[config.mk]
export PLATFORM = sky130hd
export DESIGN_NAME = line_follow_steering
export DESIGN_NICKNAME = d
export VERILOG_FILES = /design/src/rtl/lfs_pkg.sv /design/src/rtl/lfs_decide.sv /design/src/rtl/line_follow_steering.sv
export SDC_FILE = /design/constraint.sdc
export NUM_CORES = 1
export LEC_CHECK = 0
export BUFFER_PORTS_ARGS = -buffer_cell sky130_fd_sc_hd__clkbuf_2
export CAP_MARGIN = 20
export CORE_MARGIN = 2
export CORE_UTILIZATION = 68
export CTS_CLUSTER_DIAMETER = 120
export DETAILED_ROUTE_END_ITERATION = 6
export PLACE_DENSITY = 0.95
export SETUP_SLACK_MARGIN = 0.1
export SYNTH_ARGS = -nofsm -noshare
export SYNTH_HDL_FRONTEND = slang
export SYNTH_SLANG_ARGS = --single-unit
[constraint.sdc]
create_clock -name clk -period 15.61 [get_ports clk]
set_input_delay 1.561 -clock clk [delete_from_list [all_inputs] [get_ports clk]]
set_output_delay 1.561 -clock clk [all_outputs]
set_load 0.03 [all_outputs]
[src/rtl/lfs_pkg.sv]
package lfs_pkg;

	// Field widths.
	localparam int SPEED_W = 15;
	localparam int RATE_W  = 16;
	localparam int TGT_W   = 16;
	localparam int DAMP_W  = 11;
	localparam int MAG_W   = 16;
	localparam int DIFF_W  = 17;
	localparam int PROD_W  = 30;

	// Fixed-point constants (Q8.8 unless noted; DAMP_MUL is scaled by 2^DAMP_SHIFT).
	localparam logic [SPEED_W-1:0] EDGE_FLOOR = 15'd512;
	localparam logic [SPEED_W-1:0] FINE_FLOOR = 15'd205;
	localparam logic [DAMP_W-1:0]  DAMP_MAX   = 11'd1024;
	localparam logic [13:0]        DAMP_MUL   = 14'd13107;
	localparam int                 DAMP_SHIFT = 14;
	localparam logic signed [DIFF_W-1:0] INNER_MIN = -17'sd11520;

	// Register reset values.
	localparam logic [RATE_W-1:0]  GYRO_BIAS_RST      = 16'd0;
	localparam logic [SPEED_W-1:0] SPEED_STRAIGHT_RST = 15'd8960;
	localparam logic [SPEED_W-1:0] SPEED_FINE_RST     = 15'd7680;
	localparam logic [SPEED_W-1:0] SPEED_STRONG_RST   = 15'd6400;
	localparam logic [SPEED_W-1:0] SPEED_SEARCH_RST   = 15'd5120;
	localparam logic [SPEED_W-1:0] STEER_FINE_RST     = 15'd3584;
	localparam logic [SPEED_W-1:0] STEER_STRONG_RST   = 15'd6400;
	localparam logic [SPEED_W-1:0] STEER_SEARCH_RST   = 15'd10240;

	typedef enum logic [2:0] {
		CFG_GYRO_BIAS      = 3'd0,
		CFG_SPEED_STRAIGHT = 3'd1,
		CFG_SPEED_FINE     = 3'd2,
		CFG_SPEED_STRONG   = 3'd3,
		CFG_SPEED_SEARCH   = 3'd4,
		CFG_STEER_FINE     = 3'd5,
		CFG_STEER_STRONG   = 3'd6,
		CFG_STEER_SEARCH   = 3'd7
	} cfg_index_t;

	typedef enum logic [3:0] {
		MODE_LOST   = 4'd0,
		MODE_EDGE_L = 4'd1,
		MODE_HARD_L = 4'd2,
		MODE_FINE_L = 4'd3,
		MODE_EDGE_R = 4'd4,
		MODE_HARD_R = 4'd5,
		MODE_FINE_R = 4'd6,
		MODE_BLACK  = 4'd7,
		MODE_CENTER = 4'd8,
		MODE_BAL    = 4'd9
	} mode_t;

	typedef struct packed {
		logic [RATE_W-1:0]  gyro_bias;
		logic [SPEED_W-1:0] speed_straight;
		logic [SPEED_W-1:0] speed_fine;
		logic [SPEED_W-1:0] speed_strong;
		logic [SPEED_W-1:0] speed_search;
		logic [SPEED_W-1:0] steer_fine;
		logic [SPEED_W-1:0] steer_strong;
		logic [SPEED_W-1:0] steer_search;
	} cfg_t;

	typedef struct packed {
		logic left_edge;
		logic left_near;
		logic center_bit;
		logic right_near;
		logic right_edge;
		logic line_lost;
		logic line_dark;
	} sensors_t;

	typedef struct packed {
		logic [SPEED_W-1:0] base;
		logic [SPEED_W-1:0] steer;
		logic               turn_left;
		logic               turn_right;
		logic               edge_any;
		mode_t              mode;
		logic [1:0]         score_left;
		logic [1:0]         score_right;
	} decision_t;

endpackage

[src/rtl/lfs_decide.sv]
module lfs_decide
	import lfs_pkg::*;
(
	input  sensors_t  sensors,
	input  cfg_t      cfg,
	output decision_t dec
);

	logic [1:0] ls;
	logic [1:0] rs;

	assign ls = {sensors.left_edge, sensors.left_near};
	assign rs = {sensors.right_edge, sensors.right_near};

	// Pick the turn side, base speed, steer strength and mode from the line bits.
	always_comb begin
		dec             = '0;
		dec.score_left  = ls;
		dec.score_right = rs;
		dec.edge_any    = sensors.left_edge | sensors.right_edge;
		dec.mode        = MODE_LOST;
		if (sensors.line_lost) begin
			dec.base = '0;
			dec.mode = MODE_LOST;
		end else if (ls != rs) begin
			dec.turn_left  = (ls > rs);
			dec.turn_right = !(ls > rs);
			if ((ls > rs) ? sensors.left_edge : sensors.right_edge) begin
				dec.base  = sensors.center_bit ? cfg.speed_strong : cfg.speed_search;
				dec.steer = sensors.center_bit ? cfg.steer_strong : cfg.steer_search;
				if (ls > rs) begin
					dec.mode = sensors.center_bit ? MODE_EDGE_L : MODE_HARD_L;
				end else begin
					dec.mode = sensors.center_bit ? MODE_EDGE_R : MODE_HARD_R;
				end
			end else begin
				dec.base  = cfg.speed_fine;
				dec.steer = cfg.steer_fine;
				dec.mode  = (ls > rs) ? MODE_FINE_L : MODE_FINE_R;
			end
		end else if (sensors.center_bit || sensors.line_dark) begin
			dec.base = cfg.speed_straight;
			dec.mode = sensors.line_dark ? MODE_BLACK : MODE_CENTER;
		end else begin
			dec.base = cfg.speed_fine;
			dec.mode = MODE_BAL;
		end
	end

endmodule

[src/rtl/line_follow_steering.sv]
// Four-stage pipeline: decision and gyro magnitude, damping multiply,
// steer clamp, inner wheel clamp into the output register.
// Throughput: one transaction per cycle; each stage holds its item while the
// next one is full, so a stall only backs up as far as the first empty stage.
// Reset (arst_n low, asynchronous) empties the pipeline and loads register defaults.
module line_follow_steering
	import lfs_pkg::*;
(
	input  logic        clk,
	input  logic        arst_n,
	// Configuration write port.
	input  logic        cfg_we,
	input  logic [2:0]  cfg_index,
	input  logic [15:0] cfg_data,
	// Input stream.
	input  logic        s_tvalid,
	output logic        s_tready,
	// s_tdata: left_edge[0], left_near[1], center_bit[2], right_near[3],
	// right_edge[4], line_lost[5], line_dark[6], yaw_rate[22:7], zero[23]
	input  logic [23:0] s_tdata,
	// Output stream.
	output logic        m_tvalid,
	input  logic        m_tready,
	// m_tdata: left_target[15:0], right_target[31:16], mode_code[35:32],
	// score_left[37:36], score_right[39:38]
	output logic [39:0] m_tdata
);

	cfg_t      cfg_q;
	sensors_t  sensors;
	decision_t dec;

	logic v1_s1, v2_s2, v3_s3, v4_s4;
	logic en1, en2, en3, en4;

	decision_t            dec_s1, dec_s2, dec_s3;
	logic [MAG_W-1:0]     mag_s1;
	logic [DAMP_W-1:0]    damp_s2;
	logic [SPEED_W-1:0]   steer_s3;
	logic signed [TGT_W-1:0] lt_s4, rt_s4;
	mode_t                mode_s4;
	logic [1:0]           ls_s4, rs_s4;

	// Configuration registers.
	always_ff @(posedge clk or negedge arst_n) begin
		if (!arst_n) begin
			cfg_q.gyro_bias      <= GYRO_BIAS_RST;
			cfg_q.speed_straight <= SPEED_STRAIGHT_RST;
			cfg_q.speed_fine     <= SPEED_FINE_RST;
			cfg_q.speed_strong   <= SPEED_STRONG_RST;
			cfg_q.speed_search   <= SPEED_SEARCH_RST;
			cfg_q.steer_fine     <= STEER_FINE_RST;
			cfg_q.steer_strong   <= STEER_STRONG_RST;
			cfg_q.steer_search   <= STEER_SEARCH_RST;
		end else if (cfg_we) begin
			case (cfg_index_t'(cfg_index))
				CFG_GYRO_BIAS:      cfg_q.gyro_bias      <= cfg_data;
				CFG_SPEED_STRAIGHT: cfg_q.speed_straight <= cfg_data[SPEED_W-1:0];
				CFG_SPEED_FINE:     cfg_q.speed_fine     <= cfg_data[SPEED_W-1:0];
				CFG_SPEED_STRONG:   cfg_q.speed_strong   <= cfg_data[SPEED_W-1:0];
				CFG_SPEED_SEARCH:   cfg_q.speed_search   <= cfg_data[SPEED_W-1:0];
				CFG_STEER_FINE:     cfg_q.steer_fine     <= cfg_data[SPEED_W-1:0];
				CFG_STEER_STRONG:   cfg_q.steer_strong   <= cfg_data[SPEED_W-1:0];
				CFG_STEER_SEARCH:   cfg_q.steer_search   <= cfg_data[SPEED_W-1:0];
				default:            cfg_q <= cfg_q;
			endcase
		end
	end

	// A stage takes a new item when it is empty or its item moves on.
	assign en4      = !v4_s4 || m_tready;
	assign en3      = !v3_s3 || en4;
	assign en2      = !v2_s2 || en3;
	assign en1      = !v1_s1 || en2;
	assign s_tready = en1;

	always_ff @(posedge clk or negedge arst_n) begin
		if (!arst_n) begin
			v1_s1 <= 1'b0;
			v2_s2 <= 1'b0;
			v3_s3 <= 1'b0;
			v4_s4 <= 1'b0;
		end else begin
			if (en1) v1_s1 <= s_tvalid;
			if (en2) v2_s2 <= v1_s1;
			if (en3) v3_s3 <= v2_s2;
			if (en4) v4_s4 <= v3_s3;
		end
	end

	// Stage 1: sensor decision and saturated gyro magnitude.
	assign sensors.left_edge  = s_tdata[0];
	assign sensors.left_near  = s_tdata[1];
	assign sensors.center_bit = s_tdata[2];
	assign sensors.right_near = s_tdata[3];
	assign sensors.right_edge = s_tdata[4];
	assign sensors.line_lost  = s_tdata[5];
	assign sensors.line_dark  = s_tdata[6];

	lfs_decide u_decide (
		.sensors (sensors),
		.cfg     (cfg_q),
		.dec     (dec)
	);

	logic [MAG_W-1:0] mag_next;

	always_comb begin
		logic signed [DIFF_W-1:0] diff;
		logic signed [DIFF_W-1:0] sat;
		logic signed [DIFF_W-1:0] absval;
		diff = $signed({s_tdata[22], s_tdata[22:7]})
			- $signed({cfg_q.gyro_bias[RATE_W-1], cfg_q.gyro_bias});
		if (diff > 17'sd32767) begin
			sat = 17'sd32767;
		end else if (diff < -17'sd32768) begin
			sat = -17'sd32768;
		end else begin
			sat = diff;
		end
		absval = (sat < 0) ? -sat : sat;
		mag_next = absval[MAG_W-1:0];
	end

	always_ff @(posedge clk) begin
		if (en1) begin
			dec_s1 <= dec;
			mag_s1 <= mag_next;
		end
	end

	// Stage 2: damping term, |rate| * 0.8 capped at 4.0.
	logic [PROD_W-1:0] prod;
	logic [MAG_W-1:0]  damp_raw;

	assign prod     = PROD_W'(mag_s1) * PROD_W'(DAMP_MUL);
	assign damp_raw = prod[DAMP_SHIFT +: MAG_W];

	always_ff @(posedge clk) begin
		if (en2) begin
			dec_s2  <= dec_s1;
			damp_s2 <= (damp_raw > MAG_W'(DAMP_MAX)) ? DAMP_MAX : damp_raw[DAMP_W-1:0];
		end
	end

	// Stage 3: damped steer, floored and capped with the lower bound tested first; a zero steer stays zero.
	logic [SPEED_W-1:0] steer_next;

	always_comb begin
		logic signed [DIFF_W-1:0] sd;
		logic [SPEED_W-1:0]       lo;
		logic [SPEED_W-1:0]       hi;
		sd = $signed({2'b00, dec_s2.steer}) - $signed({6'd0, damp_s2});
		lo = dec_s2.edge_any ? EDGE_FLOOR : FINE_FLOOR;
		hi = dec_s2.edge_any ? cfg_q.steer_search : cfg_q.steer_fine;
		if (dec_s2.steer == '0) begin
			steer_next = '0;
		end else if (sd < $signed({2'b00, lo})) begin
			steer_next = lo;
		end else if (sd > $signed({2'b00, hi})) begin
			steer_next = hi;
		end else begin
			steer_next = sd[SPEED_W-1:0];
		end
	end

	always_ff @(posedge clk) begin
		if (en3) begin
			dec_s3   <= dec_s2;
			steer_s3 <= steer_next;
		end
	end

	// Stage 4: inner wheel target, clamped to [-45.0, straight speed].
	logic signed [TGT_W-1:0] base_val;
	logic signed [TGT_W-1:0] inner_val;

	assign base_val = $signed({1'b0, dec_s3.base});

	always_comb begin
		logic signed [DIFF_W-1:0] inner;
		logic signed [DIFF_W-1:0] top;
		inner = $signed({2'b00, dec_s3.base}) - $signed({2'b00, steer_s3});
		top   = $signed({2'b00, cfg_q.speed_straight});
		if (inner < INNER_MIN) begin
			inner_val = INNER_MIN[TGT_W-1:0];
		end else if (inner > top) begin
			inner_val = top[TGT_W-1:0];
		end else begin
			inner_val = inner[TGT_W-1:0];
		end
	end

	always_ff @(posedge clk) begin
		if (en4) begin
			lt_s4   <= dec_s3.turn_right ? inner_val : base_val;
			rt_s4   <= dec_s3.turn_left ? inner_val : base_val;
			mode_s4 <= dec_s3.mode;
			ls_s4   <= dec_s3.score_left;
			rs_s4   <= dec_s3.score_right;
		end
	end

	assign m_tvalid = v4_s4;
	assign m_tdata  = {rs_s4, ls_s4, mode_s4, rt_s4, lt_s4};

`ifndef SYNTH
	// Back-pressure reaches the input only when every stage is full.
	a_full_when_stalled: assert property (@(posedge clk) disable iff (!arst_n)
		!s_tready |-> (v1_s1 && v2_s2 && v3_s3 && v4_s4))
		else $error("input stalled with an empty pipeline stage");

	// The damping term never exceeds its cap.
	a_damp_cap: assert property (@(posedge clk) disable iff (!arst_n)
		v2_s2 |-> (damp_s2 <= DAMP_MAX))
		else $error("damping term above cap");

	// Line lost drives both wheels to zero.
	a_lost_zero: assert property (@(posedge clk) disable iff (!arst_n)
		(m_tvalid && mode_s4 == MODE_LOST) |-> (lt_s4 == '0 && rt_s4 == '0))
		else $error("lost mode with nonzero targets");

	// Modes without a turn drive both wheels alike.
	a_no_turn_equal: assert property (@(posedge clk) disable iff (!arst_n)
		(m_tvalid && (mode_s4 == MODE_BLACK || mode_s4 == MODE_CENTER
			|| mode_s4 == MODE_BAL)) |-> (lt_s4 == rt_s4))
		else $error("straight mode with unequal targets");
`endif

endmodule

-- Word-level counts from Yosys, hierarchy flattened
Cells that the tools add are included.
Widths: inputs -> output; s select.
- bits of input ports: 48
- bits in registers: 314
- word-level logic and storage cells: 114
- output and inout port bits: 42
- reduce and logical (&&, ||, !) cells: 21
- equality and inequality tests: 8
- add/sub/neg operators: 4
- multipliers: 1
- $lt $le $gt $ge: 9
- multiplexer cells: 25
- bitwise operators: 2
- operator list (kind ; number):
    $mux 15 ; 9
    $mux 16 ; 3
    $mux 17 ; 2
    $gt 16x16->1 ; 2
    $mul 16x14->30 const B ; 1
    $mux 30 ; 1
    $mux 4 ; 5
    $gt 17x16->1 const B ; 1
    $lt 17x1->1 const B ; 1
    $lt 17x16->1 const B ; 1
    $sub 16x16->17 ; 1
    $gt 16x11->1 const B ; 1
    $lt 16x11->1 ; 1
    $lt 16x15->1 const B ; 1
    $neg 16->16 ; 1
    $reduce_and 2->1 ; 8
    $sub 15x11->16 ; 1
    $sub 15x15->16 ; 1
    $logic_not 15->1 ; 1
    $eq 3x3->1 const B ; 4
    $mux 10 ; 1
    $eq 3x2->1 const B ; 2
    $logic_not 1->1 ; 5
    $logic_or 1x1->1 ; 5
    10 further kinds ; 11

-- Depth between registers and ports, before layout
Gate-level depths: netlist (run 1).
- depth after elaboration: 6
- gate-level depth with buffers: 21
- depth with buffers taken out: 20

-- Cells and area by module
A second synthesis (run 1) with hierarchy kept.
- cell total of the unflattened synthesis: 1833
- area total of the unflattened synthesis: 20856.3 um^2
- modules (own cells, without submodules) (module ; seq. area each (um^2) ; instances ; area an instance (um^2) ; cells an instance):
    line_follow_steering ; 8828.5 ; 1 ; 19560.0 ; 1678
    lfs_decide ; 0.0 ; 1 ; 1296.2 ; 155

-- Worst setup path after synthesis (run 1)
Ideal clock, no wire load.
- kind: flip-flop to flip-flop
- start: register mag_s1[1]
- end: register damp_s2[4], data pin
- buffers on the path: 1
- setup time: 159 ps
- data arrival time: 5654 ps
- path slack: 9797 ps
- clock period less this slack: 5813 ps
- cell stages (with the launch flop): 22
- cells stage by stage: edfxtp_1 > ha_1 > xor2_1 > ha_1 > a21o_1 > fa_1 > fa_1 > fa_1 > inv_1 > fa_1 > inv_1 > ha_1 > clkbuf_1 > nand2_1 > a21oi_1 > nand2_1 > a2111oi_0 > o21ai_0 > o211a_1 > nor3_1 > o211ai_1 > nor3_1
- word-level cells in the longest chain between the ends: 2
- ends and longest elaborated chain (item ; RTL line ; text):
    start: declaration ; line_follow_steering.sv:37 ; logic [MAG_W-1:0] mag_s1;
    start signal: assignment ; line_follow_steering.sv:128 ; mag_s1 <= mag_next;
    $mul 16x14->30 * ; line_follow_steering.sv:136 ; assign prod = PROD_W'(mag_s1) * PROD_W'(DAMP_MUL);
    $gt 16x11->1 ; line_follow_steering.sv:142 ; damp_s2 <= (damp_raw > MAG_W'(DAMP_MAX)) ? DAMP_MAX : damp_raw[DAMP_W-1:0];
    end signal: assignment ; line_follow_steering.sv:142 ;
    end: declaration ; line_follow_steering.sv:38 ; logic [DAMP_W-1:0] damp_s2;
Every way passes the cells marked *; elsewhere a longest branch is shown, timed or not.
A chain may end at the register's enable or synchronous reset.

-- Final worst setup path (run 1)
- start: register mag_s1[1]
- end: register damp_s2[5], data pin
The elaborated chain is that of the path after synthesis.

==> metrics.cfg, run 1 <==
[status]
outcome=complete, no violations

[floorplan]
fp-row-count=64
die-area_um2=32000
start_util=0.686
num_io_pins=90
die_w_um=179
die_height_um=179
core_um2=30300

[detailed_routing]
routed_wirelength_um=57500
post_drt_wl_per_cell_um=24.2
viasPerCell=6.86
drc_errors=0
firstDrtPassIters=6
drtAntennaViolNets=0
drt_iter0_markers=2061
vias=16282

[sta]
finalSetupTns_ps=0
finalCritPeriodShare=0.446
drv_slew=0
max_freq_mhz=144
period_needed_ps=6960
worst_slew_pin_slew_ps=1180
rsz0062_at_grt=false
setup_viol=0
finalClockSkew_ps=28.9
setup_slack_ps=8650
maxSlewHeadroom=0.203
hold_viol=0

[cells_and_area]
final_cell_area_um2=22800
layout.nets=2276
areaGrowthSynthToFinish_pct=9.61
drive_gt1_frac=0.169
fin_cells=2375

[synth]
ys_seq_area_frac=0.424
yosys.area.top_type=edfxtp_1
yosysWarnings=0
synth.avg_cell_area_um2=11.1
synthFlopType=edfxtp_1
synth_area_leaders=edfxtp_1 (27%), dfrtp_1 (13%), ha_1 (13%)
syn_nets=2203
synthMostInstantiatedCell=ha_1
synth_edf_count=189
synthDistinctLibCells=77
yosys.area.top_type_share=0.273
synthesis.area_um2=20800
synth-seq-cells=314
synth_cells=1880
synth_async_sr_flop_share=0.398
synth_top_cells_by_count=ha_1 (209), inv_1 (192), edfxtp_1 (189)

[cts]
cts_root_buf=clkbuf_16
cts_hold_buf=0
tritoncts=done
cts-buffers-inserted=31
cts_setup_buffers=0
ctsResizeCount=0
clock_sinks=314
clk_pin_slew_ps=70
cts_buffer_depth=3
h-tree-depth=1
clock_latency_ps=570

[global_routing]
grt_pass1_wl_um=87100
overflow=0
grt_max_degree=73
grt.total_usage=0.354
antenna_found_initial=2
first_global_vias=16293

[flow_run]
cap_violations=0

[critical_path]
end_kind=register
r2r_slack_ps=8650
critPathKind=reg -> reg
crit_arrival_ps=7370
critPathMaxFanout=9
worst_setup_path_start_kind=register
r2r_end=damp_s2[5]$_SDFFCE_PN0P_
r2r-start=mag_s1[1]$_DFFE_PP_
reg2reg_depth=19
worstPathRequired_ps=16020
endpoint=damp_s2[5]$_SDFFCE_PN0P_
crit_start=mag_s1[1]$_DFFE_PP_

[worst_hold_path]
min_from=dec_s1[11]$_SDFFCE_PP0P_
hold_path_class=reg -> reg
hold_depth=0

[placement]
dp_hpwl_um=37300
dpl.cell_count=2313
gp_congestion=0.969
portBuffers=88
place_ws_ps=8980
dpl-instance-area_um2=21700

## how the worst min path moves through the flow
stage / slack, ps / end
floorplan: 400 / base_val[0]$_DFFE_PP_
global placement: 400 / dec_s3[2]$_DFFE_PP_
global route: 410 / ls_s4[1]$_DFFE_PP_
detailed placement: 400 / dec_s2[11]$_DFFE_PP_
finish: 400 / dec_s2[11]$_DFFE_PP_
CTS: 400 / dec_s2[11]$_DFFE_PP_
## kinds of logic after synthesis
| family | after synthesis | share of synthesized area |
|---|---|---|
| multiplexers | 188 | 0.0973 |
| flip-flops | 314 | 0.424 |
| XOR/XNOR | 63 | 0.0269 |
| adder cells (fa/ha/maj) | 275 | 0.189 |
| AO/OA/AOI/OAI | 380 | 0.121 |
| buffers and inverters | 258 | 0.0471 |
| AND/OR/NAND/NOR | 402 | 0.0946 |
## routing by layer
metal  global-route usage  routed length (um)
met5                    0                  12
met2                0.579               27200
met3               0.0689                6060
met1                0.443               20200
met4                0.202                4030
## critical path, stage by stage (launching register included)
cell,delay (ps)
edfxtp_1,520
ha_1,440
xor2_1,180
ha_1,310
fa_1,530
fa_1,540
fa_1,600
inv_1,70
fa_1,520
inv_1,60
ha_1,470
o21ai_0,190
a21oi_1,320
nand2_1,120
a2111oi_0,830
o21ai_0,160
o211a_1,190
nor3_1,270
o211ai_1,260
a21oi_1,220
## stage by stage
step                       util  hold WS (ps)
final                     0.752           395
after global routing      0.752           412
after CTS                 0.750           399
after detailed placement  0.714           405
after global placement    0.713           401
after floorplan               -           400
## flip-flops by register name, summed over array words and instances (netlist names), 11 cells and up
| register | flops |
|---|---|
| rt_s4 | 16 |
| mag_s1 | 16 |
| lt_s4 | 16 |
| damp_s2 | 11 |
| steer_s3 | 15 |
| dec_s2 | 41 |
| dec_s1 | 41 |
| base_val | 15 |
| cfg_q | 121 |
## layout make-up
type | instances | area [um^2]
diodes | 1 | 2.50
well taps | 396 | 495
flip-flops and latches | 314 | 8830
multi-input cells | 1308 | 11100
repair buffers | 106 | 621
fillers | 1684 | 7520
clock buffers | 45 | 952
inverters | 192 | 721
clock inverters | 13 | 155
## placed cells by master, fill, tap and decap left out, drive strengths merged, types with 25 or more instances in the layout
cell type  instances
mux2             115
a211oi            35
inv              195
nor2             138
xnor2             40
clkbuf           132
o21a              25
nand2             81
edfxtp           189
a21oi            113
dfrtp            105
o21ai             78
mux2i             73
ha               209
nor3              27
fa                66
Power of run 1 is left out: the tool's default activity adds up to more than one toggle a clock period on the data nets, which glitch-free logic cannot reach.
==> run 2, diff against run 1 <==
Settings changed: CORE_UTILIZATION 68 to 63, PLACE_DENSITY 0.95 to 0.92.
Clock period 15.61 ns to 6.78 ns, I/O delays scaled along.
==> metrics.cfg, run 2 (synthesis results as in run 1) <==
[status]
outcome=complete, no violations  ; unchanged

[sta]
hold_viol=0  ; unchanged
period_needed_ps=6330  ; was 6960 ps
worst_slew_pin_slew_ps=1180  ; about the same
maxSlewHeadroom=0.211  ; was 0.203
finalSetupTns_ps=0  ; unchanged
setup_viol=0  ; unchanged
max_freq_mhz=158  ; was 144 MHz
drv_slew=0  ; unchanged
finalClockSkew_ps=16.0  ; was 28.9 ps
finalCritPeriodShare=0.934  ; was 0.446
rsz0062_at_grt=false  ; unchanged

[critical_path]
crit_slowest_cell=a2111oi_1  ; was a2111oi_0
cp_cell_sequence=buf_4, ha_1, ha_1, inv_1, fa_1, inv_1, fa_1, fa_1, inv_1, fa_1, inv_1, ha_1, a21oi_1, o21ai_0, a2111oi_1, nor3_1, nor3_1, o2111ai_1, a2111oi_1, o211ai_1, nor3_1  ; was ha_1, xor2_1, ha_1, fa_1, fa_1, fa_1, inv_1, fa_1, inv_1, ha_1, o21ai_0, a21oi_1, nand2_1, a2111oi_0, o21ai_0, o211a_1, nor3_1, o211ai_1, a21oi_1
worst-path-buf-inv=5  ; was 2
end_kind=register  ; unchanged
critPathMaxFanout=8  ; was 9
worst_setup_path_start_kind=register  ; unchanged
max_stage_delay_ps=580  ; was 830 ps
path_delay_family=adder cells  ; unchanged
critPathKind=reg -> reg  ; unchanged
crit_arrival_ps=6730  ; was 7370 ps
worstPathRequired_ps=7180  ; was 16020 ps

[floorplan]
die-area_um2=34500  ; was 32000 um^2
die_height_um=186  ; was 179 um
die_w_um=186  ; was 179 um
start_util=0.640  ; was 0.686
core_um2=32500  ; was 30300 um^2
num_io_pins=90  ; unchanged
fp-row-count=66  ; was 64

[cells_and_area]
top_regs=cfg_q (121), dec_s1 (41), dec_s2 (41)  ; unchanged
regMostFlops=cfg_q  ; unchanged
fin_cells=2424  ; was 2375
areaGrowthSynthToFinish_pct=9.70  ; was 9.61%
antenna_cells=0  ; was 1
drive_gt1_frac=0.171  ; was 0.169
final_cell_mix=ha_1 (207), inv_1 (192), edfxtp_1 (189)  ; was ha_1 (208), inv_1 (192), edfxtp_1 (189)
final_common_cell=ha_1  ; unchanged
layout.nets=2280  ; was 2276
largest_register_ffs=121  ; unchanged

[flow_run]
cap_violations=0  ; unchanged

[cts]
clk_pin_slew_ps=60  ; was 70 ps
cts_hold_buf=0  ; unchanged
cts_buffer_depth=3  ; unchanged
clock_sinks=314  ; unchanged
clock_latency_ps=570  ; about the same
h-tree-depth=1  ; unchanged
tritoncts=done  ; unchanged
cts-buffers-inserted=31  ; unchanged
cts_root_buf=clkbuf_16  ; unchanged

[detailed_routing]
viasPerCell=6.39  ; was 6.86
drt_iter0_markers=1693  ; was 2061
drc_errors=0  ; unchanged
post_drt_wl_per_cell_um=21.8  ; was 24.2 um
routed_wirelength_um=53000  ; was 57500 um
vias=15478  ; was 16282
drtAntennaViolNets=0  ; unchanged
firstDrtPassIters=6  ; unchanged

[placement]
dpl.cell_count=2360  ; was 2313
dp_hpwl_um=36500  ; was 37300 um
portBuffers=88  ; unchanged
gp_congestion=0.917  ; was 0.969

[global_routing]
grt.total_usage=0.306  ; was 0.354
grt_max_degree=73  ; unchanged
antenna_found_initial=0  ; was 2
grt_pass1_wl_um=82200  ; was 87100 um
overflow=0  ; unchanged
first_global_vias=15428  ; was 16293

[worst_hold_path]
hold_path_class=in -> async  ; was reg -> reg

## run 2: changes by cell type in the layout (fill, tap and decap cells not counted), sizes merged
| cell | change |
|---|---|
| buf | +4 |
| bufinv | -1 |
| clkbuf | -2 |
| clkinv | +1 |
| clkinvlp | +1 |
| diode | -1 |
| inv | +1 |
## run 2: path summary, 6_finish.rpt
check	from	endpoint	slack, ps	cells after the start
hold / removal	arst_n	cfg_q[93]$_DFFE_PN0P_	170	1
setup reg to reg	mag_s1[1]$_DFFE_PP_	damp_s2[4]$_SDFFCE_PN0P_	450	21
setup / recovery	mag_s1[1]$_DFFE_PP_	damp_s2[4]$_SDFFCE_PN0P_	450	21
hold reg to reg	dec_s3[5]$_DFFE_PP_	mode_s4[1]$_DFFE_PP_	410	0
min in group clk	s_tvalid	v1_s1$_DFFE_PN0P_	300	2
max in group asynchronous	arst_n	cfg_q[89]$_DFFE_PN0P_	5210	2
## run 2: final cells by class
class                   count  area, um^2
clock buffers              43         903
clock inverters            15         156
fillers                  2122        9690
inverters                 192         721
multi-input cells        1308       11100
flip-flops and latches    314        8830
well taps                 442         553
repair buffers            110         628
## run 2: per-layer routing
layer / share of wire / track usage / wire, um
met1: 0.38 / 0.385 / 20200
met2: 0.48 / 0.509 / 25200
met3: 0.090 / 0.0610 / 4790
met4: 0.053 / 0.146 / 2820
met5: 0 / 0 / 0
## run 2: through the flow
| stage | area [um^2] | utilization | hold WS [ps] | setup WS (ps) |
|---|---|---|---|---|
| 3_3_place_gp | 21700 | 0.667 | 400 | 606 |
| 4_1_cts | 22800 | 0.700 | 176 | 386 |
| 6_report | 22800 | 0.702 | 169 | 448 |
| 2_1_floorplan | 20800 | - | 382 | 967 |
| 3_5_place_dp | 21700 | 0.668 | 405 | 426 |
| 5_1_grt | 22800 | 0.702 | 218 | 78.1 |
## run 2: timing repair
| item | in CTS | in global routing |
|---|---|---|
| endpoints found under the hold margin | 0 | 0 |
| resized for setup | 0 | 3 |
| setup buffers | 0 | 5 |
| setup endpoints to repair | 0 | 6 |
Power of run 2 is left out for the same reason.
